==> src/sv/dhc_pkg.sv <==
// ----------------------------------------------------------------------------
// dhc_pkg: shared types and constants for the disparity pseudocolor core
// Field widths, register indexes, hue sector codes and the divider step.
// ----------------------------------------------------------------------------
package dhc_pkg;

	// field widths
	localparam int PIX_W  = 8;
	localparam int FRAC_W = 9;
	localparam int IDX_W  = 2;
	localparam int HUE_W  = 8;
	localparam int DIV_W  = 16;   // (maxd - d) * 240 fits in 16 bits
	localparam int K_W    = 6;    // sector table weight, 0..60
	localparam int X_W    = 14;   // 15360 - k * s, clamped at zero
	localparam int NUM_W  = 22;   // channel numerator, clamped to DENOM_X
	localparam int Y_W    = 12;   // numerator * 255 / 2^18
	localparam int RCP_W  = 17;

	// pipeline depth
	localparam int NSTG = 10;

	// configuration register indexes
	localparam logic [IDX_W-1:0] REG_MAX_DISP = 2'd0;
	localparam logic [IDX_W-1:0] REG_SAT      = 2'd1;
	localparam logic [IDX_W-1:0] REG_BRIGHT   = 2'd2;

	// configuration reset values
	localparam logic [PIX_W-1:0]  MAX_DISP_RST = 8'd255;
	localparam logic [FRAC_W-1:0] SAT_RST      = 9'd256;
	localparam logic [FRAC_W-1:0] BRIGHT_RST   = 9'd256;

	// hue arithmetic
	localparam logic [HUE_W-1:0] SECT_W   = 8'd60;
	localparam logic [K_W-1:0]   SECT_K   = 6'd60;
	localparam logic [14:0]      FULL_X   = 15'd15360;    // 256 * 60
	localparam logic [NUM_W-1:0] DENOM_X  = 22'd3932160;  // 256 * 256 * 60
	localparam logic [RCP_W-1:0] RECIP15  = 17'd69906;    // ceil(2^20 / 15)

	// hue sectors
	localparam logic [2:0] SECT_0 = 3'd0;
	localparam logic [2:0] SECT_1 = 3'd1;
	localparam logic [2:0] SECT_2 = 3'd2;
	localparam logic [2:0] SECT_3 = 3'd3;
	localparam logic [2:0] SECT_4 = 3'd4;

	// one restoring divide step
	typedef struct packed {
		logic             q;
		logic [PIX_W-1:0] rem;
	} div_step_t;

	function automatic div_step_t div_step(input logic [PIX_W-1:0] rem,
	                                       input logic nbit,
	                                       input logic [PIX_W-1:0] dvs);
		logic [PIX_W:0] trial;
		logic [PIX_W:0] diff;
		div_step_t      res;
		trial = {rem, nbit};
		diff  = trial - {1'b0, dvs};
		if (trial >= {1'b0, dvs}) begin
			res.q   = 1'b1;
			res.rem = diff[PIX_W-1:0];
		end else begin
			res.q   = 1'b0;
			res.rem = trial[PIX_W-1:0];
		end
		return res;
	endfunction

endpackage

==> src/sv/disparity_hsv_colormap_core.sv <==
// ----------------------------------------------------------------------------
// disparity_hsv_colormap_core: disparity to HSV pseudocolor
// Maps each 8-bit disparity pixel to an RGB color through a hue ramp.
// ----------------------------------------------------------------------------
// Usage:
//   Input channel (in_valid / in_stall / disparity) takes one pixel per
//   transfer; output channel (out_valid / out_stall / red, green, blue) gives
//   one color per pixel, in order.
//   Config channel (cfg_valid / cfg_ready / cfg_index / cfg_data) writes
//   max_disparity, saturation and brightness; cfg_ready is always high.
//   Write config only while the pipe is empty.
//   A pixel moves through the stages in order; out_valid rises once it
//   reaches the last stage. Throughput is one pixel per cycle while the
//   receiver does not stall: a ten-stage pipe with the hue division done as
//   a restoring divider, two quotient bits per stage over four stages.
//   When the receiver stalls, the last stage holds; bubbles ahead of it still
//   close up, and in_stall rises only once every stage holds a pixel.
//   Reset empties the pipe and loads max_disparity = 255, saturation = 1.0,
//   brightness = 1.0 (256 each for the fractions).
//   max_disparity = 0 gives black; disparity above the maximum is clamped.
// ----------------------------------------------------------------------------
module disparity_hsv_colormap_core (
	input  logic                         clk,
	input  logic                         arst_n,
	// pixel in
	input  logic                         in_valid,
	output logic                         in_stall,
	input  logic [dhc_pkg::PIX_W-1:0]    disparity,
	// color out
	output logic                         out_valid,
	input  logic                         out_stall,
	output logic [dhc_pkg::PIX_W-1:0]    red,
	output logic [dhc_pkg::PIX_W-1:0]    green,
	output logic [dhc_pkg::PIX_W-1:0]    blue,
	// config writes
	input  logic                         cfg_valid,
	output logic                         cfg_ready,
	input  logic [dhc_pkg::IDX_W-1:0]    cfg_index,
	input  logic [dhc_pkg::FRAC_W-1:0]   cfg_data
);
	import dhc_pkg::*;

	// config registers
	logic [PIX_W-1:0]  max_disp_q;
	logic [FRAC_W-1:0] sat_q;
	logic [FRAC_W-1:0] bright_q;

	// pipe control
	logic [NSTG:1] vld_q;
	logic [NSTG:1] vld_in;
	logic [NSTG:1] en;

	// stage 1: clamp and hue numerator
	logic [PIX_W-1:0] d_clamp;
	logic [PIX_W-1:0] d_diff;
	logic [DIV_W-1:0] n_s1;
	logic             zero_s1;

	// stages 2..5: divider
	logic [PIX_W-1:0] rem_s2, rem_s3, rem_s4;
	logic [1:0]       q_s2;
	logic [3:0]       q_s3;
	logic [5:0]       q_s4;
	logic [HUE_W-1:0] h_s5;
	logic [5:0]       lo_s2;
	logic [3:0]       lo_s3;
	logic [1:0]       lo_s4;
	logic             zero_s2, zero_s3, zero_s4, zero_s5;
	div_step_t        dv2a, dv2b, dv3a, dv3b, dv4a, dv4b, dv5a, dv5b;

	// stage 6: sector table weights
	logic [2:0]       sect;
	logic [HUE_W-1:0] sect_base;
	logic [HUE_W-1:0] r_full;
	logic [K_W-1:0]   r_k;
	logic [K_W-1:0]   k_v, k_p, k_q, k_t;
	logic [K_W-1:0]   k_s6 [3];
	logic             zero_s6;

	// stages 7..10: channel arithmetic
	logic [14:0]       prod7 [3];
	logic [X_W-1:0]    x_s7 [3];
	logic              zero_s7;
	logic [22:0]       num8 [3];
	logic [NUM_W-1:0]  num_s8 [3];
	logic              zero_s8;
	logic [29:0]       scl9 [3];
	logic [Y_W-1:0]    y_s9 [3];
	logic              zero_s9;
	logic [28:0]       m10 [3];
	logic [PIX_W-1:0]  byte_s10 [3];

	// ------------------------------------------------------------------
	// config port
	assign cfg_ready = 1'b1;

	always_ff @(posedge clk or negedge arst_n) begin
		if (!arst_n) begin
			max_disp_q <= MAX_DISP_RST;
			sat_q      <= SAT_RST;
			bright_q   <= BRIGHT_RST;
		end else if (cfg_valid && cfg_ready) begin
			case (cfg_index)
				REG_MAX_DISP: max_disp_q <= cfg_data[PIX_W-1:0];
				REG_SAT:      sat_q      <= cfg_data;
				REG_BRIGHT:   bright_q   <= cfg_data;
				default:      ;
			endcase
		end
	end

	// ------------------------------------------------------------------
	// stage enables: a stage loads when empty or when its successor moves
	always_comb begin
		en[NSTG] = !vld_q[NSTG] || !out_stall;
		for (int k = NSTG - 1; k >= 1; k--) begin
			en[k] = !vld_q[k] || en[k+1];
		end
	end

	assign vld_in   = {vld_q[NSTG-1:1], in_valid};
	assign in_stall = !en[1];

	always_ff @(posedge clk or negedge arst_n) begin
		if (!arst_n) begin
			vld_q <= '0;
		end else begin
			for (int k = 1; k <= NSTG; k++) begin
				if (en[k]) begin
					vld_q[k] <= vld_in[k];
				end
			end
		end
	end

	// ------------------------------------------------------------------
	// stage 1: clamp d to max, numerator (max - d) * 240
	assign d_clamp = (disparity > max_disp_q) ? max_disp_q : disparity;
	assign d_diff  = max_disp_q - d_clamp;

	always_ff @(posedge clk) begin
		if (en[1]) begin
			n_s1    <= {d_diff, 8'b0} - {4'b0, d_diff, 4'b0};
			zero_s1 <= (max_disp_q == '0);
		end
	end

	// ------------------------------------------------------------------
	// stages 2..5: hue = n / max, two quotient bits per stage.
	// n < 256 * max, so the upper byte already sits below the divisor.
	assign dv2a = div_step(n_s1[15:8], n_s1[7], max_disp_q);
	assign dv2b = div_step(dv2a.rem, n_s1[6], max_disp_q);
	assign dv3a = div_step(rem_s2, lo_s2[5], max_disp_q);
	assign dv3b = div_step(dv3a.rem, lo_s2[4], max_disp_q);
	assign dv4a = div_step(rem_s3, lo_s3[3], max_disp_q);
	assign dv4b = div_step(dv4a.rem, lo_s3[2], max_disp_q);
	assign dv5a = div_step(rem_s4, lo_s4[1], max_disp_q);
	assign dv5b = div_step(dv5a.rem, lo_s4[0], max_disp_q);

	always_ff @(posedge clk) begin
		if (en[2]) begin
			rem_s2  <= dv2b.rem;
			q_s2    <= {dv2a.q, dv2b.q};
			lo_s2   <= n_s1[5:0];
			zero_s2 <= zero_s1;
		end
		if (en[3]) begin
			rem_s3  <= dv3b.rem;
			q_s3    <= {q_s2, dv3a.q, dv3b.q};
			lo_s3   <= lo_s2[3:0];
			zero_s3 <= zero_s2;
		end
		if (en[4]) begin
			rem_s4  <= dv4b.rem;
			q_s4    <= {q_s3, dv4a.q, dv4b.q};
			lo_s4   <= lo_s3[1:0];
			zero_s4 <= zero_s3;
		end
		if (en[5]) begin
			h_s5    <= {q_s4, dv5a.q, dv5b.q};
			zero_s5 <= zero_s4;
		end
	end

	// ------------------------------------------------------------------
	// stage 6: sector, remainder within sector, per-channel weight k.
	// Every channel is V * (15360 - k * S) over the common denominator.
	always_comb begin
		if (h_s5 < SECT_W) begin
			sect = SECT_0;
		end else if (h_s5 < 8'(2 * SECT_W)) begin
			sect = SECT_1;
		end else if (h_s5 < 8'(3 * SECT_W)) begin
			sect = SECT_2;
		end else if (h_s5 < 8'(4 * SECT_W)) begin
			sect = SECT_3;
		end else begin
			sect = SECT_4;
		end

		case (sect)
			SECT_0:  sect_base = 8'd0;
			SECT_1:  sect_base = SECT_W;
			SECT_2:  sect_base = 8'(2 * SECT_W);
			SECT_3:  sect_base = 8'(3 * SECT_W);
			default: sect_base = 8'(4 * SECT_W);
		endcase

		r_full = h_s5 - sect_base;
		r_k    = r_full[K_W-1:0];
		k_v    = '0;
		k_p    = SECT_K;
		k_q    = r_k;
		k_t    = SECT_K - r_k;
	end

	always_ff @(posedge clk) begin
		if (en[6]) begin
			zero_s6 <= zero_s5;
			case (sect)
				SECT_0: begin
					k_s6[0] <= k_v; k_s6[1] <= k_t; k_s6[2] <= k_p;
				end
				SECT_1: begin
					k_s6[0] <= k_q; k_s6[1] <= k_v; k_s6[2] <= k_p;
				end
				SECT_2: begin
					k_s6[0] <= k_p; k_s6[1] <= k_v; k_s6[2] <= k_t;
				end
				SECT_3: begin
					k_s6[0] <= k_p; k_s6[1] <= k_q; k_s6[2] <= k_v;
				end
				default: begin
					k_s6[0] <= k_t; k_s6[1] <= k_p; k_s6[2] <= k_v;
				end
			endcase
		end
	end

	// ------------------------------------------------------------------
	// stages 7..10: per-channel factor, product, clamp, scale to a byte
	always_comb begin
		for (int c = 0; c < 3; c++) begin
			prod7[c] = 15'(k_s6[c]) * 15'(sat_q);
			num8[c]  = 23'(bright_q) * 23'(x_s7[c]);
			scl9[c]  = {num_s8[c], 8'b0} - 30'(num_s8[c]);
			m10[c]   = 29'(y_s9[c]) * 29'(RECIP15);
		end
	end

	always_ff @(posedge clk) begin
		if (en[7]) begin
			zero_s7 <= zero_s6;
			for (int c = 0; c < 3; c++) begin
				// negative factor means the channel clamps to zero
				if (prod7[c] > FULL_X) begin
					x_s7[c] <= '0;
				end else begin
					x_s7[c] <= X_W'(FULL_X - prod7[c]);
				end
			end
		end
		if (en[8]) begin
			zero_s8 <= zero_s7;
			for (int c = 0; c < 3; c++) begin
				// clamp at 1.0
				if (num8[c] > 23'(DENOM_X)) begin
					num_s8[c] <= DENOM_X;
				end else begin
					num_s8[c] <= num8[c][NUM_W-1:0];
				end
			end
		end
		if (en[9]) begin
			zero_s9 <= zero_s8;
			// 255 * num / 2^18; remaining divide by 15 in the next stage
			for (int c = 0; c < 3; c++) begin
				y_s9[c] <= scl9[c][29:18];
			end
		end
		if (en[10]) begin
			for (int c = 0; c < 3; c++) begin
				byte_s10[c] <= zero_s9 ? '0 : m10[c][27:20];
			end
		end
	end

	assign out_valid = vld_q[NSTG];
	assign red       = byte_s10[0];
	assign green     = byte_s10[1];
	assign blue      = byte_s10[2];

	// ------------------------------------------------------------------
	// assertions

	// with the receiver free, every stage can move and the input is open
	a_no_stall_when_free: assert property (@(posedge clk) disable iff (!arst_n)
		!out_stall |-> !in_stall)
		else $error("in_stall high while output is not stalled");

	// divider result stays inside the hue range
	a_hue_range: assert property (@(posedge clk) disable iff (!arst_n)
		vld_q[5] && !zero_s5 |-> h_s5 <= 8'd240)
		else $error("hue quotient above 240");

	// an input transfer lands in the first stage
	a_input_lands: assert property (@(posedge clk) disable iff (!arst_n)
		in_valid && !in_stall |=> vld_q[1])
		else $error("accepted pixel lost at stage one");

endmodule
==> config.mk <==
export PLATFORM = sky130hd
export DESIGN_NAME = disparity_hsv_colormap_core
export DESIGN_NICKNAME = d
export VERILOG_FILES = /design/src/sv/dhc_pkg.sv /design/src/sv/disparity_hsv_colormap_core.sv
export SDC_FILE = /design/constraint.sdc
export NUM_CORES = 2
export LEC_CHECK = 0
export ABC_AREA = 0
export BUFFER_PORTS_ARGS = -buffer_cell sky130_fd_sc_hd__clkbuf_2
export CORE_UTILIZATION = 65
export CTS_CLUSTER_SIZE = 28
export DETAILED_ROUTE_END_ITERATION = 10
export GPL_TIMING_DRIVEN = 0
export PLACE_DENSITY = 0.9
export RECOVER_POWER = 50
export SETUP_SLACK_MARGIN = 0.02
export SLEW_MARGIN = 20
export SYNTH_ARGS = -nofsm -noshare
export SYNTH_HDL_FRONTEND = slang
export SYNTH_SLANG_ARGS = --single-unit
==> constraint.sdc <==
create_clock -name clk -period 8.2 [get_ports clk]
set_clock_uncertainty 0.2 [all_clocks]
set_input_delay 1.64 -clock clk [delete_from_list [all_inputs] [get_ports clk]]
set_output_delay 1.64 -clock clk [all_outputs]
set_load 0.01 [all_outputs]
Word level (Yosys, flattened, before mapping)
Memory sizes are Yosys's and may differ from the RTL's.
Cells that the tools add are included.
{"block": "op_classes", "add_sub_neg": 18, "multipliers": 9, "magnitude_cmp": 19, "n_eq_ne": 5, "n_mux": 90, "n_bitwise": 18, "n_reduce_logical": 29}
{"cell": "30-bit by 22-bit subtractor with 30-bit output", "count": 3}
{"cell": "12-bit by 16-bit multiplier with 27-bit output (second input constant)", "count": 3}
{"cell": "9-bit by 8-bit greater-or-equal comparator with 1-bit output", "count": 8}
{"cell": "6-bit two-way mux", "count": 12}
{"cell": "9-bit two-way mux", "count": 8}
{"cell": "8-bit subtractor", "count": 9}
{"cell": "23-bit by 22-bit greater-than comparator with 1-bit output (second input constant)", "count": 3}
{"cell": "9-bit by 14-bit multiplier with 23-bit output", "count": 3}
{"cell": "22-bit two-way mux", "count": 3}
{"cell": "1-bit two-way mux", "count": 55}
{"cell": "15-bit by 14-bit greater-than comparator with 1-bit output (second input constant)", "count": 3}
{"cell": "6-bit by 9-bit multiplier with 15-bit output", "count": 3}
{"cell": "14-bit two-way mux", "count": 3}
{"cell": "14-bit subtractor (first input constant)", "count": 3}
{"cell": "8-bit two-way mux", "count": 4}
{"cell": "6-bit case mux with 4 select lines", "count": 1}
{"cell": "1-bit OR", "count": 18}
{"cell": "8-bit < comparator (second input constant)", "count": 2}
{"cell": "16-bit by 12-bit subtractor with 16-bit output", "count": 1}
{"cell": "1-bit logical NOT", "count": 12}
{"cell": "3-bit two-way mux", "count": 4}
{"cell": "1-bit logical OR", "count": 10}
{"cell": "8-bit greater-than comparator", "count": 1}
{"cell": "8-bit logical NOT", "count": 1}
{"cell": "12 further kinds", "count": 15}
{"block": "totals", "reg_bits": 117, "ramBits": 186, "memories": 5}
{"memory": "num_s8", "words": 3, "width": 22, "read_ports": 3, "rd_clocked_by_memory_dff": 0, "write_ports": 3, "line_no": "disparity_hsv_colormap_core.sv:85", "source": "logic [NUM_W-1:0] num_s8 [3];"}
{"memory": "x_s7", "words": 3, "width": 14, "read_ports": 3, "rd_clocked_by_memory_dff": 0, "write_ports": 3, "line_no": "disparity_hsv_colormap_core.sv:82", "source": "logic [X_W-1:0] x_s7 [3];"}
{"memory": "y_s9", "words": 3, "width": 12, "read_ports": 3, "rd_clocked_by_memory_dff": 0, "write_ports": 3, "line_no": "disparity_hsv_colormap_core.sv:88", "source": "logic [Y_W-1:0] y_s9 [3];"}
{"memory": "byte_s10", "words": 3, "width": 8, "read_ports": 3, "rd_clocked_by_memory_dff": 0, "write_ports": 3, "line_no": "disparity_hsv_colormap_core.sv:91", "source": "logic [PIX_W-1:0] byte_s10 [3];"}
{"memory": "k_s6", "words": 3, "width": 6, "read_ports": 3, "rd_clocked_by_memory_dff": 0, "write_ports": 3, "line_no": "disparity_hsv_colormap_core.sv:77", "source": "logic [K_W-1:0] k_s6 [3];"}

Longest topological paths before layout
{"block": "logic_depth", "depth_word": 13, "depth_mapped": 23, "depth_no_buf": 21}

Worst setup path before layout
No wires, ideal clock.
{"block": "synth_path", "path_kind": "register to register", "from": "register bright_q[8]", "to": "memory num_s8[1][7] (data pin)", "arrival_ps": 5457, "required_time_ps": 7742, "setup_slack_ps": 2284, "stages_incl_launch_ff": 22, "path_buffers": 3, "period_less_slack_ps": 5916, "path_cell_list": "dfstp_2 > clkbuf_1 > nand2_1 > fa_1 > fa_1 > inv_1 > fa_1 > inv_1 > fa_1 > inv_1 > ha_1 > buf_4 > o21ai_0 > a21oi_1 > nor4_1 > o221a_2 > o311a_1 > or3_1 > a41o_1 > o31ai_4 > buf_6 > nor2_1"}
{"item": "start, declared", "line_no": "disparity_hsv_colormap_core.sv:46", "source": "logic [FRAC_W-1:0] bright_q;"}
{"item": "start signal, assigned", "line_no": "disparity_hsv_colormap_core.sv:106", "source": "REG_BRIGHT: bright_q <= cfg_data;"}
{"item": "end, declared", "line_no": "disparity_hsv_colormap_core.sv:85"}

==> results.txt <==
CP Capture Type: register
Initial DRC Count: 2,048
clock sink count: 289
Crit path required time: 8.30 ns
first-pass GRT wire length: 142 mm
Yosys reg bits: 289
GR Overflow Total: 0
multi-input logic area: 25,500 um2
CTS tree: done
Syn Inst Count: 3,945
final net count: 4,925
register area share after synthesis: 23.0%
starting density of the core: 65.7%
Detail Route Antenna Nets: 0
final worst path period share: 89.9%
area grow syn2layout: 6.39%
top-count cell post-synth: inv_1
routed length per instance: 17.9 um
# fillers: 3,883
clock latency on the worst-skew pair: 0.58 ns
share of cells above drive strength 1: 4.09%
Tmin final: 7.37 ns
worst path arrival time: 7.47 ns
TritonCTS Buffers: 35
FFs w/ async S/R, synth: 12.5%
full die area: 58,000 um2
setup_tns: 0 ns
worst hold-check path type: register to register
number of synthesized flops with an enable pin: 253
average instance area after synthesis: 9.39 um2
Reg area: 8510 um2
Die X: 241 um
commonest cells in the synthesized netlist: 690 x inv_1, 476 x ha_1, 406 x nand2_1
routed vias/inst: 5.92
failing checks: DRC, capacitance limit, slew limit
Synth top area share: 21.2%
Rows: 87
Yosys warning total: 0
Fin. Hold Viols: 0
vias in the first global route: 29,762
area of the mapped netlist: 37,100 um2
outcome: complete, but fails checks
FMAX: 136 MHz
CTS clk-pin slew, worst paths: 0.06 ns
CP Class: register to register
Port Buffers: 49
final core area utilization: 69.9%
CP Launch Type: register
chip height: 241 um
dpl hpwl: 67.0 mm
CTS Hold Bufs: 0
post_cts resized: 0
Max Cap Violations: 3
Slew Viols, Final: 142
Area contributors post-synth: fa_1 21%, edfxtp_1 21%, ha_1 16%
Total GRT Usage: 30.7%
Final setup viols: 0
routability cong.: 0.967
WL final: 86.4 mm
io pins: 51
CTS H-tree depth: 2
unrepaired setup endpoints after global routing: no
Worst Tran Pin Value: 2.67 ns
headroom to the max-slew limit: -79.2%
Main synth FF type: edfxtp_1
postcts setup bufs: 0
first drt pass iteration count: 11
drt drc: 1
antenna violations before repair: 2
Vias: 28,531
clk buf depth: 3
core area: 56,400 um2
Yosys top cell by area: fa_1
synthesized net count: 4,837
synth unique cells: 84
largest net degree at the start of global routing: 70
CP Max Fanout: 10
root buf cell: clkbuf_16
==> layout by cell type (no fill, tap or decap), types with 119 or more instances in the layout <==
cell type,n
clkbuf_1,136
nor2_1,238
inv_1,689
and2_1,255
ha_1,476
nand2_1,406
fa_1,392
a21oi_1,158
edfxtp_1,253
xnor2_1,119
==> through the flow <==
stage | hold WS, ns | setup slack [ns] | cells | instance area (um2)
3_5_place_dp | 0.205 | 1.18 | 4752 | 38300
4_1_cts | 0.217 | 1.02 | 4816 | 39500
5_1_grt | 0.226 | 0.548 | 4817 | 39400
2_1_floorplan | 0.200 | 2.28 | 3945 | 37100
6_report | 0.220 | 0.831 | 4817 | 39400
3_3_place_gp | 0.202 | 1.27 | 4750 | 38200
==> sequential cells by signal, summed over array words and instances (netlist names), 9 cells and up <==
name and count:
k_s6 18, y_s9 36, vld_q 10, byte_s10 24
num_s8 66, n_s1 12, bright_q 9, sat_q 9
x_s7 42
==> worst paths after layout <==
kind / start / to / slack (ns) / cells after the start
max: bright_q[0] / num_s8[1][13] / 0.83 / 21
min: zero_s8 / zero_s9 / 0.22 / 0
max reg2reg: bright_q[0] / num_s8[1][13] / 0.83 / 21
min reg2reg: zero_s8 / zero_s9 / 0.22 / 0
max in group asynchronous: arst_n / vld_q[10] / 4.84 / 1
min in group asynchronous: arst_n / sat_q[7] / 1.58 / 1
==> kinds of logic after synthesis <==
group	Yosys count	synth area share, %
simple gates	1196	15.9
fa+ha+maj	869	37.3
other cells	1	0.0101
xor+xnor	193	4.56
compound gates	530	9.31
buf+inv	808	8.26
flops	289	23.0
mux	59	1.75
==> layer usage <==
layer / routed length (um) / vias to the layer above / global-route usage, %
li1: - / 13141 / -
met1: 31900 / 13669 / 35.1
met2: 42400 / 1350 / 54.0
met3: 7150 / 369 / 6.03
met4: 4920 / 2 / 16.9
met5: 9 / - / 0
==> worst max-delay path, cell delays in order, from the launching register on <==
cell      delay [ns]
dfrtp_1         0.32
clkbuf_1        0.69
clkbuf_1        0.72
nand2_1         0.15
fa_1            0.53
inv_1           0.05
fa_1            0.47
fa_1            0.49
inv_1           0.06
fa_1            0.57
inv_1           0.05
ha_1            0.38
a21oi_1         0.28
nor3b_1         0.24
a21oi_1         0.10
a31oi_1         0.27
o21ai_0         0.15
or3_1           0.40
a41o_1          0.26
o31ai_4         0.44
buf_6           0.21
nor2_1          0.05
==> area by class of cell <==
class / instances / area share, %
Tap cell: 756 / 2.40
Clock buffer: 44 / 2.36
Antenna cell: 1 / 0.00635
Clock inverter: 20 / 0.692
Multi-Input combinational cell: 2848 / 64.6
Inverter: 690 / 6.57
Sequential cell: 289 / 21.6
Timing Repair Buffer: 51 / 0.549
Buffer: 118 / 1.19
Power is not shown: default switching activity piles up to over one toggle a cycle in this logic, so the estimate is an artifact.
